### config.mk
export PLATFORM = sky130hd
export DESIGN_NAME = quad_control_packet_framer
export DESIGN_NICKNAME = d
export VERILOG_FILES = /design/src/rtl/core/qcpf_pkg.sv /design/src/rtl/core/quad_control_packet_framer.sv
export SDC_FILE = /design/constraint.sdc
export NUM_CORES = 1
export LEC_CHECK = 0
export BUFFER_PORTS_ARGS = -buffer_cell sky130_fd_sc_hd__buf_2
export CORE_MARGIN = 2
export CORE_UTILIZATION = 31
export DETAILED_ROUTE_END_ITERATION = 8
export GPL_TIMING_DRIVEN = 0
export MAX_ROUTING_LAYER = met4
export PLACE_DENSITY = 0.53
export SYNTH_ARGS = -nofsm -noshare
export SYNTH_HDL_FRONTEND = slang
export SYNTH_SLANG_ARGS = --single-unit
### constraint.sdc
create_clock -name i_clk -period 12.3 [get_ports i_clk]
set_input_delay 0.615 -clock i_clk [delete_from_list [all_inputs] [get_ports i_clk]]
set_output_delay 0.615 -clock i_clk [all_outputs]
set_load 0.1 [all_outputs]
### src/rtl/core/qcpf_pkg.sv
`default_nettype none

package qcpf_pkg;

    localparam logic [7:0] WARMUP_PACKETS = 8'd100;
    localparam int unsigned PKT_BYTES     = 16;
    localparam int unsigned BODY_BYTES    = PKT_BYTES - 1;

    // configuration register indexes
    localparam logic [1:0] REG_SUBTYPE     = 2'd0;
    localparam logic [1:0] REG_PLUS_ID     = 2'd1;
    localparam logic [1:0] REG_VTX_CHANNEL = 2'd2;

    // subtype codes
    localparam logic [1:0] SUBTYPE_FIRST  = 2'd0;
    localparam logic [1:0] SUBTYPE_SECOND = 2'd1;
    localparam logic [1:0] SUBTYPE_THIRD  = 2'd2;

    localparam logic [6:0] VTX_CHANNEL_RESET = 7'd64;

    // header and filler bytes
    localparam logic [7:0] HDR_STICKS    = 8'h20;
    localparam logic [7:0] HDR_VTX       = 8'h40;
    localparam logic [7:0] VTX_TRAILER   = 8'h82;
    localparam logic [7:0] HDR_SPECIAL_A = 8'hE8;
    localparam logic [7:0] HDR_SPECIAL_B = 8'hE9;
    localparam logic [7:0] STICK_NEUTRAL = 8'h80;
    localparam logic [7:0] PLUS_FILL     = 8'h64;
    localparam logic [7:0] FLIGHT_MODE   = 8'h42;
    localparam logic [7:0] SPECIAL_A_AT  = 8'd10;
    localparam logic [7:0] SPECIAL_B_AT  = 8'd20;

    typedef struct packed {
        logic [7:0] throttle;
        logic [7:0] rudder;
        logic [7:0] elevator;
        logic [7:0] aileron;
        logic [8:0] switches;
    } t_in_beat;

    typedef struct packed {
        logic [7:0] packet_byte;
        logic [3:0] byte_index;
        logic       last_byte;
    } t_out_beat;

    typedef logic [BODY_BYTES-1:0][7:0] t_body;

endpackage

`default_nettype wire

### src/rtl/core/quad_control_packet_framer.sv
`default_nettype none

// channel   dir  beat                     handshake
// in        in   sticks + switches        i_in_valid / o_in_stall
// out       out  one packet byte          o_out_valid / i_out_stall
// cfg       in   register write           i_cfg_we, i_cfg_index, i_cfg_wdata
//
// one input beat yields sixteen output beats, one per cycle while the output is not
// stalled; the output serialiser sets that rate
// an accepted beat is framed combinationally into a registered holding slot,
// which moves to the serialiser register when that is idle or its last byte
// leaves. the checksum byte is accumulated while bytes 0 to 14 go out
// reset is synchronous, active low; stalls on the output simply hold the byte

module quad_control_packet_framer (
    input  wire                  i_clk,
    input  wire                  i_rst_n,
    input  wire                  i_in_valid,
    input  qcpf_pkg::t_in_beat   i_in_data,
    output logic                 o_in_stall,
    output logic                 o_out_valid,
    output qcpf_pkg::t_out_beat  o_out_data,
    input  wire                  i_out_stall,
    input  wire                  i_cfg_we,
    input  wire  [1:0]           i_cfg_index,
    input  wire  [6:0]           i_cfg_wdata
);

    logic [1:0] r_subtype;
    logic       r_plus_id;
    logic [6:0] r_vtx_channel;

    logic [7:0] r_warmup, n_warmup;
    logic [7:0] r_sent_ch, n_sent_ch;
    logic [7:0] r_special, n_special;

    logic                r_hold_valid, n_hold_valid;
    qcpf_pkg::t_body     r_hold_pkt;
    qcpf_pkg::t_body     n_pkt;

    logic                r_out_valid, n_out_valid;
    qcpf_pkg::t_body     r_out_pkt, n_out_pkt;
    logic [3:0]          r_idx, n_idx;
    logic [7:0]          r_sum, n_sum;

    logic in_fire, out_fire, out_done, load;

    // framing terms
    logic        freq;
    logic [7:0]  wc1;
    logic        warm;
    logic [14:0] ch_mul;
    logic [3:0]  ch_div;
    logic [3:0]  ch_rem;
    logic [7:0]  special_inc;
    logic        is_a, is_b, is_third;
    logic [8:0]  sw;

    // config writes
    always_ff @(posedge i_clk) begin
        if (!i_rst_n) begin
            r_subtype     <= qcpf_pkg::SUBTYPE_FIRST;
            r_plus_id     <= 1'b0;
            r_vtx_channel <= qcpf_pkg::VTX_CHANNEL_RESET;
        end else if (i_cfg_we) begin
            unique case (i_cfg_index)
                qcpf_pkg::REG_SUBTYPE:     r_subtype     <= i_cfg_wdata[1:0];
                qcpf_pkg::REG_PLUS_ID:     r_plus_id     <= i_cfg_wdata[0];
                qcpf_pkg::REG_VTX_CHANNEL: r_vtx_channel <= i_cfg_wdata;
                default: ;
            endcase
        end
    end

    // packet assembly
    always_comb begin
        sw       = i_in_data.switches;
        freq     = (r_sent_ch != {1'b0, r_vtx_channel}) ||
                   (r_warmup == qcpf_pkg::WARMUP_PACKETS);
        wc1      = r_warmup + {7'd0, freq};
        warm     = wc1 < qcpf_pkg::WARMUP_PACKETS;
        // divide by ten via reciprocal, exact for seven-bit values
        ch_mul   = 15'(r_vtx_channel) * 15'd205;
        ch_div   = ch_mul[14:11];
        ch_rem   = 4'(r_vtx_channel - 7'(ch_div) * 7'd10);
        is_a     = !r_plus_id && (r_subtype == qcpf_pkg::SUBTYPE_FIRST);
        is_b     = !is_a && (r_subtype == qcpf_pkg::SUBTYPE_SECOND);
        is_third = !is_a && !is_b && (r_subtype == qcpf_pkg::SUBTYPE_THIRD);
        special_inc = r_special + 8'd1;

        n_warmup  = wc1 + {7'd0, warm};
        n_sent_ch = freq ? {1'b0, r_vtx_channel} : r_sent_ch;
        n_special = r_special;

        n_pkt = '0;
        if (freq) begin
            n_pkt[0] = qcpf_pkg::HDR_VTX;
            n_pkt[1] = {4'd0, ch_div} + 8'd50;
            n_pkt[2] = {4'd0, ch_rem} + 8'd10;
            n_pkt[3] = qcpf_pkg::VTX_TRAILER;
        end else begin
            n_pkt[0] = qcpf_pkg::HDR_STICKS;
            n_pkt[2] = i_in_data.throttle;
        end
        n_pkt[4] = i_in_data.rudder;
        n_pkt[6] = ~i_in_data.elevator;
        n_pkt[8] = ~i_in_data.aileron;

        if (is_a) begin
            n_pkt[9]  = warm ? 8'h0E : {4'b0000, sw[3], sw[0], 1'b1, sw[1]};
            n_pkt[10] = 8'h64;
            n_pkt[11] = 8'hDB;
            n_pkt[12] = 8'h04;
            n_pkt[13] = 8'h26;
            n_pkt[14] = 8'h79;
        end else if (is_b) begin
            n_pkt[9]  = warm ? 8'h02 : {1'b0, sw[5], 1'b0, sw[0], 2'b00, sw[6], sw[1]};
            n_pkt[10] = 8'h18;
            n_pkt[12] = 8'h5C;
            n_pkt[14] = 8'hF6;
        end else begin
            n_pkt[3] = is_third ? 8'h00 : qcpf_pkg::PLUS_FILL;
            n_pkt[5] = n_pkt[3];
            n_pkt[7] = n_pkt[3];
            if (is_third) begin
                n_pkt[9]  = {sw[7], sw[4], sw[5], 1'b0, sw[3], sw[0], 1'b1, sw[1]};
                n_pkt[11] = qcpf_pkg::FLIGHT_MODE;
                n_pkt[13] = {4'd0, sw[8], 1'b0, sw[4], sw[2]};
            end else begin
                n_pkt[9]  = {4'b0000, sw[4], 1'b1, 1'b1, sw[1]};
                n_pkt[10] = 8'h19;
                n_pkt[12] = 8'h5C;
                n_pkt[13] = {sw[3], 6'd0, sw[2]};
                n_pkt[14] = 8'h49;
            end
            if (warm) begin
                n_pkt[2]  = qcpf_pkg::STICK_NEUTRAL;
                n_pkt[4]  = qcpf_pkg::STICK_NEUTRAL;
                n_pkt[6]  = qcpf_pkg::STICK_NEUTRAL;
                n_pkt[8]  = qcpf_pkg::STICK_NEUTRAL;
                n_pkt[9]  = 8'h06;
                n_pkt[13] = 8'h00;
            end
            if (is_third) begin
                // every tenth and twentieth third-layout packet is a special frame
                if (special_inc == qcpf_pkg::SPECIAL_A_AT) begin
                    n_pkt    = '0;
                    n_pkt[0] = qcpf_pkg::HDR_SPECIAL_A;
                end else if (special_inc == qcpf_pkg::SPECIAL_B_AT) begin
                    n_pkt    = '0;
                    n_pkt[0] = qcpf_pkg::HDR_SPECIAL_B;
                end
                n_special = (special_inc >= qcpf_pkg::SPECIAL_B_AT) ? 8'd0 : special_inc;
            end
        end
    end

    // handshake and serialiser
    assign in_fire  = i_in_valid && !r_hold_valid;
    assign out_fire = r_out_valid && !i_out_stall;
    assign out_done = out_fire && (r_idx == 4'd15);
    assign load     = r_hold_valid && (!r_out_valid || out_done);

    always_comb begin
        n_hold_valid = in_fire || (r_hold_valid && !load);
        n_out_valid  = r_out_valid;
        n_out_pkt    = r_out_pkt;
        n_idx        = r_idx;
        n_sum        = r_sum;
        if (load) begin
            n_out_valid = 1'b1;
            n_out_pkt   = r_hold_pkt;
            n_idx       = 4'd0;
            n_sum       = 8'd0;
        end else if (out_fire) begin
            n_out_pkt   = {8'd0, r_out_pkt[qcpf_pkg::BODY_BYTES-1:1]};
            n_idx       = r_idx + 4'd1;
            n_sum       = r_sum + r_out_pkt[0];
            n_out_valid = !out_done;
        end
    end

    always_ff @(posedge i_clk) begin
        if (!i_rst_n) begin
            r_warmup     <= 8'd0;
            r_sent_ch    <= 8'd0;
            r_special    <= 8'd0;
            r_hold_valid <= 1'b0;
            r_out_valid  <= 1'b0;
            r_idx        <= 4'd0;
            r_sum        <= 8'd0;
        end else begin
            if (in_fire) begin
                r_warmup  <= n_warmup;
                r_sent_ch <= n_sent_ch;
                r_special <= n_special;
            end
            r_hold_valid <= n_hold_valid;
            r_out_valid  <= n_out_valid;
            r_idx        <= n_idx;
            r_sum        <= n_sum;
        end
    end

    always_ff @(posedge i_clk) begin
        if (in_fire) begin
            r_hold_pkt <= n_pkt;
        end
        r_out_pkt <= n_out_pkt;
    end

    assign o_in_stall             = r_hold_valid;
    assign o_out_valid            = r_out_valid;
    assign o_out_data.byte_index  = r_idx;
    assign o_out_data.last_byte   = (r_idx == 4'd15);
    assign o_out_data.packet_byte = (r_idx == 4'd15) ? 8'(8'd0 - r_sum) : r_out_pkt[0];

    // checks
    a_idx_step: assert property (@(posedge i_clk) disable iff (!i_rst_n)
        out_fire && (r_idx != 4'd15) |=> r_out_valid && (r_idx == $past(r_idx) + 4'd1))
        else $error("byte index skipped");

    a_hold_drains: assert property (@(posedge i_clk) disable iff (!i_rst_n)
        r_hold_valid && !r_out_valid |=> r_out_valid && (r_idx == 4'd0))
        else $error("held packet not moved to serialiser");

    a_done_idle: assert property (@(posedge i_clk) disable iff (!i_rst_n)
        out_done && !r_hold_valid |=> !r_out_valid)
        else $error("serialiser kept running after last byte");

    a_special_range: assert property (@(posedge i_clk) disable iff (!i_rst_n)
        r_special < qcpf_pkg::SPECIAL_B_AT)
        else $error("special frame count out of range");

endmodule

`default_nettype wire
==> results of run 1 <==
[registers in the layout, summed over array words and instances (netlist names), 2 cells and up]
| register | count |
|---|---|
| r_out_pkt | 116 |
| r_special | 8 |
| r_sent_ch | 7 |
| r_sum | 8 |
| r_subtype | 2 |
| r_hold_pkt | 65 |
| r_vtx_channel | 7 |
| r_idx | 4 |
| r_warmup | 8 |
[cells in the mapped netlist (2+ instances only)]
master and number:
mux2_2 2, a21oi_1 29, nor4b_1 2, xnor2_1 16
o21ai_0 15, nand4_1 5, buf_2 5, and3_1 9
and4_1 3, nand3_1 9, a211oi_1 3, clkbuf_1 35
inv_2 5, nand2b_1 7, inv_1 43, nor3b_1 4
o22ai_1 2, nor3_1 14, a31oi_1 2, a21boi_0 11
nor2b_1 22, o21a_1 9, mux2i_1 13, nor2_1 61
xnor2_4 2, edfxtp_1 181, a21o_1 6, o21ai_1 7
nand3b_1 6, xor2_1 16, dfxtp_1 47, ha_1 57
nand2_1 291, nor3b_2 2, and2_1 43, nor4_1 3
and4b_1 2, fa_1 10
[cells by family (layout without fill, tap and decap cells)]
group	after synthesis	after routing	share of synthesized area (%)
AND/OR/NAND/NOR	487	487	19.9
flip-flops	228	228	57.8
AO/OA/AOI/OAI	101	101	6.07
buffers and inverters	90	210	3.18
adder cells (fa/ha/maj)	68	68	8.36
XOR/XNOR	35	35	3.25
multiplexers	16	16	1.48
[final timing paths]
path	cells after the start	end	slack (ps)
min	3	r_vtx_channel[6]$_SDFFE_PN1P_	310
max	18	r_hold_pkt[19]$_DFFE_PP_	6910
min reg2reg	2	r_sent_ch[4]$_SDFFE_PN0P_	480
max reg2reg	18	r_hold_pkt[19]$_DFFE_PP_	6910
[worst reg2reg max path, stage by stage, from the launching register on]
cell and delay [ps]:
dfxtp_1 600, ha_1 360, ha_1 210, fa_1 480, inv_1 50, fa_1 500
inv_1 40, ha_1 260, a211oi_1 90, a2111oi_2 460, mux2i_1 270, xnor2_1 200
inv_2 120, ha_1 210, fa_1 370, xnor2_1 350, xnor2_4 170, xor3_1 260
a211oi_2 220
[layout make-up]
cell class,count,area (µm²)
multi-input combinational,707,4320
tap,461,577
inverter,48,180
fill,3424,22400
sequential,228,6380
timing repair buffer,72,428
clock buffer,36,791
buffer,42,175
clock inverter,12,113
[power breakdown]
group / leakage, nW / internal (W) / switching (W)
clock: 0.444 / 0.000489 / 0.000306
sequential: 2.10 / 0.000925 / 0.0000266
combinational: 2.79 / 0.0000910 / 0.000174
total: 5.33 / 0.00151 / 0.000507
[per-stage QoR]
| stage | total power [W] | hold slack, ps | instance area (µm²) | instances | worst slack, ps |
|---|---|---|---|---|---|
| floorplan | 0.00115 | 455 | 11000 | 1025 | 6850 |
| global placement | 0.00124 | 463 | 12000 | 1555 | 5200 |
| detailed placement | 0.00124 | 475 | 12100 | 1558 | 6880 |
| CTS | 0.00204 | 290 | 13000 | 1606 | 6850 |
| global route | 0.00211 | 303 | 13000 | 1606 | 6560 |
| finish | 0.00201 | 309 | 13000 | 1606 | 6910 |
[layer usage]
metal	GRT usage [%]	up-vias	routed length, µm
met5	-	-	0
met4	2.94	0	393
met3	1.85	27	1100
met2	21.5	145	11200
met1	18.4	3432	11600
li1	-	3701	-
==> results.sh, run 1 <==
export IMPL_cts_resized=0
export IMPL_antenna_found_initial=0
export IMPL_postSynthCellCount=1025
export IMPL_grt_overflow=0
export IMPL_synth_largest_area_cell="edfxtp_1"
export IMPL_critPathLaunch="r_vtx_channel[3]$_SDFFE_PN0P_"
export IMPL_p_leak_nw=5.33
export IMPL_fmax_mhz=186
export IMPL_worst_path_buf_inv=3
export IMPL_vias=7305
export IMPL_clock_root_buffer="clkbuf_16"
export IMPL_grt_total_usage_pct=13.5
export IMPL_ys_seq_area_share_pct=57.8
export IMPL_setup_viol=0
export IMPL_path_clk_slew_ps=60
export IMPL_drtIter0Drc=432
export IMPL_gp_congestion=0.825
export IMPL_syn_cell_area_mm2=0.0110
export IMPL_port_buffers=69
export IMPL_cts_sinks=228
export IMPL_worst_ep_required_time_ps=12660
export IMPL_max_clock_path_buffers=3
export IMPL_ys_types=64
export IMPL_worstMarginPinSlew_ps=686
export IMPL_finalHoldViolCount=0
export IMPL_skew_ps=16.7
export IMPL_fin_util_pct=36.7
export IMPL_wl_mm=24.3
export IMPL_critPathTopFamily="adder cells"
export IMPL_fp_dieH_um=193
export IMPL_layout_commonest_cell="nand2_1"
export IMPL_grt_max_degree=70
export IMPL_fin_nets=1247
export IMPL_ios=70
export IMPL_avgViaCountPerCell=4.55
export IMPL_cts_buffers=26
export IMPL_synth_top_area_share_pct=49.2
export IMPL_synth_async_sr_flop_share_pct=0
export IMPL_slowest_delay_ps=600
export IMPL_cap_viol_max_count=0
export IMPL_final_cell_mix="nand2_1 (290), edfxtp_1 (181), buf_2 (74)"
export IMPL_cts_hold_buf=0
export IMPL_post_drt_wl_per_cell_um=15.1
export IMPL_slew_headroom_pct=54.0
export IMPL_fin_crit_sh_pct=43.8
export IMPL_synth_seq_cells=228
export IMPL_peakVddDrop_mv=0.112
export IMPL_crit_slowest_cell="dfxtp_1"
export IMPL_cts_tree="done"
export IMPL_drive_gt1_share_pct=12.2
export IMPL_syn_num_nets=1147
export IMPL_insertion_delay_ps=530
export IMPL_r2r_start="r_vtx_channel[3]$_SDFFE_PN0P_"
export IMPL_cp_common_cell="ha_1"
export IMPL_core_mm2=0.0353
export IMPL_drv_slew=0
export IMPL_synth_flop_cell="edfxtp_1"
export IMPL_firstDrtPassIters=5
export IMPL_synth_avg_cell_area_um2=10.8
export IMPL_worstSetupStartpointType="flop"
export IMPL_endpoint_kind="flop"
export IMPL_area_growth_pct=17.4
export IMPL_path_cells="ha_1 -> ha_1 -> fa_1 -> inv_1 -> fa_1 -> inv_1 -> ha_1 -> a211oi_1 -> a2111oi_2 -> mux2i_1 -> xnor2_1 -> inv_2 -> ha_1 -> fa_1 -> xnor2_1 -> xnor2_4 -> xor3_1 -> a211oi_2"
export IMPL_ant_nets=0
export IMPL_synth_edf_count=181
export IMPL_htreeDepth=1
export IMPL_hpwlAfterDp_mm=17.3
export IMPL_dieArea_mm2=0.0371
export IMPL_start_util_pct=31.3
export IMPL_row_count=69
export IMPL_drc=0
export IMPL_first_global_vias=6981
export IMPL_yosysWarningCount=0
export IMPL_cts_setup_buffers=0
export IMPL_grt_pass1_wl_mm=38.1
export IMPL_path_max_fanout=8
export IMPL_status="completed"
export IMPL_antenna_cells=0
export IMPL_min_path_type="input port to flop"
export IMPL_min_from="i_cfg_wdata[6]"
export IMPL_power_density_mw_per_mm2=155
export IMPL_rsz0062_at_grt="false"
export IMPL_synth_area_top_cells="edfxtp_1 (49%), nand2_1 (9.9%), dfxtp_1 (8.5%)"
export IMPL_crit_type="flop to flop"
export IMPL_die_w_um=193
export IMPL_critPathArrivalTime_ps=5750
export IMPL_finalCriticalPeriod_ps=5390
export IMPL_fin_setup_tns_ps=0
Power figures use the tool's default switching activity.
==> inputs of run 2 (changes only) <==
PLACE_DENSITY = 0.55   (was 0.53)
clock period = 4.6 ns   (was 12.3 ns; I/O delays follow)
==> run 2 against run 1 <==
Effect of this change:
- the flow now finishes with violations (setup timing)
- count of clock-buffer cells in the layout decreased by 8
- global-route usage increased by 0.27 points
- final area increased by 4.7%
- via count increased by 3.3%
- combinational power increased to 2.9 times the previous value
- register-to-register slack got worse by 7000 ps
- final cell count increased by 2.5%
- largest power group unchanged
- highest routed layer unchanged
==> results.sh, run 2 (synthesis results as in run 1) <==
export IMPL_status="complete, but fails checks"
export IMPL_violations="setup timing"
export IMPL_finalHoldViolCount=0
export IMPL_drive_gt1_share_pct=15.5
export IMPL_path_cells="ha_4 -> fa_1 -> ha_1 -> inv_1 -> fa_1 -> inv_2 -> ha_4 -> nor2_2 -> a2111oi_4 -> mux2i_2 -> xnor2_2 -> inv_2 -> ha_4 -> fa_2 -> inv_2 -> ha_4 -> xor3_1 -> a211oi_2"
export IMPL_firstDrtPassIters=5
export IMPL_insertion_delay_ps=530
export IMPL_wl_mm=24.7
export IMPL_power_density_mw_per_mm2=400
export IMPL_avgViaCountPerCell=4.58
export IMPL_hold_ws_ps=14.4
export IMPL_worstMarginPinSlew_ps=898
export IMPL_vias=7546
export IMPL_htreeDepth=1
export IMPL_final_cell_mix="nand2_1 (290), edfxtp_1 (181), buf_2 (73)"
export IMPL_endpoint_kind="flop"
export IMPL_path_max_fanout=4
export IMPL_multi_input_area_mm2=0.00457
export IMPL_antenna_cells=0
export IMPL_fillers=3447
export IMPL_drv_slew=0
export IMPL_ant_nets=0
export IMPL_fin_area_mm2=0.0136
export IMPL_antenna_found_initial=0
export IMPL_p_leak_nw=5.51
export IMPL_area_growth_pct=22.9
export IMPL_path_clk_slew_ps=60
export IMPL_fmax_mhz=212
export IMPL_min_path_type="input port to flop"
export IMPL_drtIter0Drc=586
export IMPL_finalPower_w=0.00542
export IMPL_hpwlAfterDp_mm=17.0
export IMPL_grt_overflow=0
export IMPL_core_mm2=0.0353
export IMPL_whs_path_depth=3
export IMPL_top_register="r_out_pkt"
export IMPL_fin_crit_sh_pct=103
export IMPL_cap_viol_max_count=0
export IMPL_seqCellArea_mm2=0.00640
export IMPL_gp_congestion=0.823
export IMPL_cp_common_cell="ha_4"
export IMPL_grt_pass1_wl_mm=39.1
export IMPL_fin_ws_ps=-123
export IMPL_peakVddDrop_mv=0.255
export IMPL_crit_slowest_cell="fa_2"
export IMPL_die_w_um=193
export IMPL_critPathArrivalTime_ps=5070
export IMPL_max_clock_path_buffers=3
export IMPL_cts_buffers=25
export IMPL_fin_cells=1646
export IMPL_layout_commonest_cell="nand2_1"
export IMPL_grt_total_usage_pct=13.8
export IMPL_drc=0
export IMPL_cts_sinks=228
export IMPL_worstSetupStartpointType="flop"
export IMPL_fin_nets=1289
export IMPL_slowest_delay_ps=520
export IMPL_r2r_cells=18
export IMPL_first_global_vias=7267
export IMPL_top_regs="r_out_pkt: 116 flops, r_hold_pkt: 65 flops"
export IMPL_crit_type="flop to flop"
export IMPL_cts_tree="done"
export IMPL_row_count=69
export IMPL_setup_viol=1
export IMPL_largest_register_ffs=116
export IMPL_slew_headroom_pct=40.2
export IMPL_min_from="i_cfg_wdata[0]"
export IMPL_regToRegSetupSlack_ps=-120
export IMPL_critPathLaunch="r_vtx_channel[4]$_SDFFE_PN0P_"
export IMPL_grt_max_degree=117
export IMPL_worst_ep_required_time_ps=4950
export IMPL_rsz0062_at_grt="true"
export IMPL_finalCriticalPeriod_ps=4720
export IMPL_post_drt_wl_per_cell_um=15.0
export IMPL_r2r_start="r_vtx_channel[4]$_SDFFE_PN0P_"
export IMPL_ios=70
export IMPL_skew_ps=19.1
export IMPL_start_util_pct=31.3
export IMPL_clock_root_buffer="clkbuf_16"
export IMPL_fp_dieH_um=193
export IMPL_hold_end="r_subtype[0]$_SDFFE_PN0P_"
export IMPL_dpl_cell_area_mm2=0.0122
export IMPL_worstReg2RegEnd="r_hold_pkt[19]$_DFFE_PP_"
export IMPL_dieArea_mm2=0.0371
export IMPL_port_buffers=69
export IMPL_numPlacedInstances=1556
## run 2: worst max-delay path by stage
stage,end,depth (start not counted),slack [ps]
6_report,r_hold_pkt[19]$_DFFE_PP_,18,-120
5_1_grt,r_hold_pkt[19]$_DFFE_PP_,18,-340
4_1_cts,r_hold_pkt[19]$_DFFE_PP_,18,-310
3_5_place_dp,r_hold_pkt[19]$_DFFE_PP_,16,-580
3_3_place_gp,r_out_pkt[105]$_DFFE_PP_,8,-610
2_1_floorplan,r_hold_pkt[19]$_DFFE_PP_,18,-80
## run 2: area by class of cell
class | count | area share [%]
multi-input cells | 707 | 33.7
inverters | 48 | 1.33
clock buffers | 28 | 4.69
well taps | 461 | 4.25
repair buffers | 117 | 5.94
clock inverters | 17 | 1.69
plain buffers | 40 | 1.25
flip-flops and latches | 228 | 47.1
## run 2: critical path: cells and delay by family (launching register included)
family,cells,cell delay [ps]
adder cells (fa/ha/maj),8,2530
AO/OA/AOI/OAI,2,560
XOR/XNOR,2,520
flip-flops,1,370
multiplexers,1,300
buffers and inverters,4,210
AND/OR/NAND/NOR,1,50
## run 2: timing repair
item / in CTS / in global routing
endpoints found under the hold margin: 32 / 0
gates resized for setup: 13 / 8
cloned: 0 / 0
pin swaps: 16 / 6
hold buffers: 32 / 0
buffers inserted: 12 / 3
setup endpoints to repair: 8 / 7
## run 2: report_power, final
part	total (W)	leakage (nW)	switching, W	internal, W
Sequential	0.00255	2.10	0.0000707	0.00248
Combinational	0.000771	2.99	0.000488	0.000283
Clock	0.00211	0.418	0.000823	0.00128
Total	0.00542	5.51	0.00138	0.00404
## run 2: metal layers
layer | part of all wire, % | vias to the layer above | track usage, %
met1 | 49 | 3579 | 19.5
met3 | 4.3 | 32 | 2.07
met5 | 0 | - | -
li1 | - | 3786 | -
met4 | 1.6 | 0 | 2.85
met2 | 45 | 149 | 21.0
## run 2: per-stage QoR
step / worst slack (ps) / util (%) / TNS (ps)
3_5_place_dp: -580 / 34.5 / -2330
4_1_cts: -307 / 38.2 / -324
3_3_place_gp: -609 / 34.4 / -72300
2_1_floorplan: -83.5 / - / -83.5
5_1_grt: -337 / 38.4 / -515
6_report: -123 / 38.4 / -123
==> inputs of run 3 (changes only) <==
ABC_AREA = 1   (was default)
RECOVER_POWER = 25   (was default)
==> run 3 against run 2 <==
Effect of this change:
- the flow finishes with violations (hold timing, capacitance limit, slew limit)
- routed wire length up 1.5%
- global-route usage about the same
- combinational power up 22%
- sequential cell count unchanged
- via count up 4.6%
- clock skew down 6.0 ps
- maximum frequency up 7.4%
- sequential power about the same
- clock power down 3%
- area after synthesis up 0.42%
- sequential share of layout area up 0.75 points
- register-to-register slack better by 320 ps
- critical path type unchanged
- highest routed layer unchanged
==> results.sh, run 3 <==
export IMPL_yosysWarningCount=0
export IMPL_fin_setup_tns_ps=0
export IMPL_fin_crit_sh_pct=95.6
export IMPL_wl_mm=25.0
export IMPL_antenna_cells=0
export IMPL_peakVddDrop_mv=0.246
export IMPL_fin_ws_ps=202
export IMPL_fin_nets=1416
export IMPL_fin_cells=1774
export IMPL_finalPower_w=0.00556
export IMPL_dp_slack_ps=-161
export IMPL_drive_gt1_share_pct=13.4
export IMPL_synthMostInstantiatedCell="nand2_1"
export IMPL_ys_types=40
export IMPL_cts_buffers=25
export IMPL_grt_max_degree=117
export IMPL_synth_avg_cell_area_um2=9.51
export IMPL_synth_top_area_share_pct=49.0
export IMPL_path_clk_slew_ps=60
export IMPL_grt_total_usage_pct=13.8
export IMPL_synth_area_top_cells="edfxtp_1 (49%), nand2_1 (12%), dfxtp_1 (8.5%)"
export IMPL_synth_seq_cells=228
export IMPL_endpoint_kind="flop"
export IMPL_skew_ps=13.1
export IMPL_synth_edf_count=181
export IMPL_start_util_pct=31.3
export IMPL_fillers=3559
export IMPL_syn_cell_area_mm2=0.0111
export IMPL_drtIter0Drc=389
export IMPL_drc=0
export IMPL_port_buffers=69
export IMPL_antenna_found_initial=0
export IMPL_vias=7890
export IMPL_hpwlAfterDp_mm=17.7
export IMPL_cts_sinks=228
export IMPL_top_regs="r_out_pkt: 116 flops, r_hold_pkt: 65 flops"
export IMPL_max_clock_path_buffers=3
export IMPL_power_density_mw_per_mm2=416
export IMPL_setup_viol=0
export IMPL_synth_flop_cell="edfxtp_1"
export IMPL_clock_root_buffer="clkbuf_16"
export IMPL_ys_seq_area_share_pct=57.5
export IMPL_syn_num_nets=1288
export IMPL_cp_common_cell="nand2_2"
export IMPL_dieArea_mm2=0.0373
export IMPL_worstSetupStartpointType="flop"
export IMPL_core_mm2=0.0354
export IMPL_fmax_mhz=227
export IMPL_drv_slew=28
export IMPL_avgViaCountPerCell=4.45
export IMPL_slowest_delay_ps=480
export IMPL_die_w_um=193
export IMPL_crit_slowest_cell="fa_1"
export IMPL_firstDrtPassIters=5
export IMPL_finalHoldViolCount=1
export IMPL_ant_nets=0
export IMPL_fp_dieH_um=193
export IMPL_critPathArrivalTime_ps=4690
export IMPL_finalCriticalPeriod_ps=4400
export IMPL_violations="hold timing, capacitance limit, slew limit"
export IMPL_synth_async_sr_flop_share_pct=0
export IMPL_postSynthCellCount=1166
export IMPL_insertion_delay_ps=530
export IMPL_gp_congestion=0.873
export IMPL_ys_top_cells_by_count="nand2_1 (343), edfxtp_1 (181), inv_1 (142)"
export IMPL_final_cell_mix="nand2_1 (339), edfxtp_1 (181), nor2_1 (139)"
export IMPL_ios=70
export IMPL_hold_ws_ps=-6.18
export IMPL_post_drt_wl_per_cell_um=14.1
export IMPL_status="complete, but fails checks"
export IMPL_largest_register_ffs=116
export IMPL_htreeDepth=1
export IMPL_layout_commonest_cell="nand2_1"
export IMPL_first_global_vias=7465
export IMPL_crit_type="flop to flop"
export IMPL_min_path_type="input port to flop"
export IMPL_area_growth_pct=20.4
export IMPL_cts_tree="done"
export IMPL_grt_pass1_wl_mm=39.3
export IMPL_worst_ep_required_time_ps=4890
export IMPL_synth_largest_area_cell="edfxtp_1"
export IMPL_worstMarginPinSlew_ps=1820
export IMPL_grt_overflow=0
export IMPL_slew_headroom_pct=-21.2
export IMPL_p_leak_nw=5.79
export IMPL_row_count=69
export IMPL_top_register="r_out_pkt"
export IMPL_path_max_fanout=5
export IMPL_cap_viol_max_count=1
export IMPL_numPlacedInstances=1698
-- run 3: cell types whose count changed after synthesis, sizes merged, moves of 8 or more --
| cell | change |
|---|---|
| nor2b | -22 |
| a21oi | +14 |
| o21a | -8 |
| nand2 | +58 |
| inv | +101 |
| a21boi | -12 |
| nor2 | +82 |
| mux2i | -13 |
| and3 | -8 |
| clkbuf | -16 |
| and2 | -43 |
| o21ai | +25 |
| xnor2 | -11 |
| nand3 | +31 |
-- run 3: cell families after synthesis --
| family | Yosys count | share of synthesized area [%] |
|---|---|---|
| and+or+nand+nor | 562 | 20.8 |
| DFF | 228 | 57.5 |
| buffers and inverters | 180 | 6.37 |
| AOI/OAI and AO/OA | 99 | 4.67 |
| adders and majority gates | 67 | 8.24 |
| xor gates and xnor gates | 30 | 2.37 |
-- run 3: per-stage QoR --
step	util (%)	instance area, µm²
2_1_floorplan	-	11100
3_3_place_gp	33.9	12000
3_5_place_dp	34.1	12100
4_1_cts	37.1	13100
5_1_grt	37.7	13400
6_report	37.7	13400
-- run 3: cell type report --
type	count	area, µm²	area share [%]
Timing Repair Buffer	101	652	4.88
Sequential cell	228	6390	47.9
Clock buffer	28	637	4.77
Clock inverter	18	193	1.44
Tap cell	461	577	4.32
Multi-Input combinational cell	758	4190	31.4
Inverter	151	569	4.26
Buffer	29	136	1.02
-- run 3: worst paths after layout --
path	startpoint	endpoint	slack, ps	cells past startpoint
worst min-delay path	i_in_valid	o_in_stall$_SDFF_PN0_	-6	3
worst max register to register	r_vtx_channel[4]$_SDFFE_PN0P_	r_hold_pkt[19]$_DFFE_PP_	200	27
worst max-delay path	r_vtx_channel[4]$_SDFFE_PN0P_	r_hold_pkt[19]$_DFFE_PP_	200	27
worst min register to register	r_plus_id$_SDFFE_PN0P_	r_plus_id$_SDFFE_PN0P_	470	2
-- run 3: critical path: cells and delay by family, from the launching register on --
kind                       cells  cell delay, ps
adders and majority gates      7            2260
buffers and inverters          6             400
DFF                            1             380
xor gates and xnor gates       1             220
and+or+nand+nor               13             890
-- run 3: layer usage --
metal | vias up | global-route usage [%] | routed length [µm]
li1 | 4052 | - | -
met1 | 3678 | 19.0 | 12000
met2 | 122 | 22.0 | 11700
met3 | 38 | 1.67 | 934
met4 | 0 | 2.51 | 447
met5 | - | - | 0
-- run 3: report_power, final --
group,switching (W),internal [W],total [W]
sequential,0.0000784,0.00250,0.00258
clock,0.000820,0.00122,0.00204
combinational,0.000620,0.000318,0.000938
total,0.00152,0.00404,0.00556
-- run 3: timing repair --
item | CTS | global route
resized for setup | 7 | 42
hold endpoints to repair | 22 | 0
hold buffers | 22 | 0
cloned | 0 | 0
setup buffers | 0 | 8
pin swaps | 0 | 19
endpoints found under the setup margin | 3 | 3
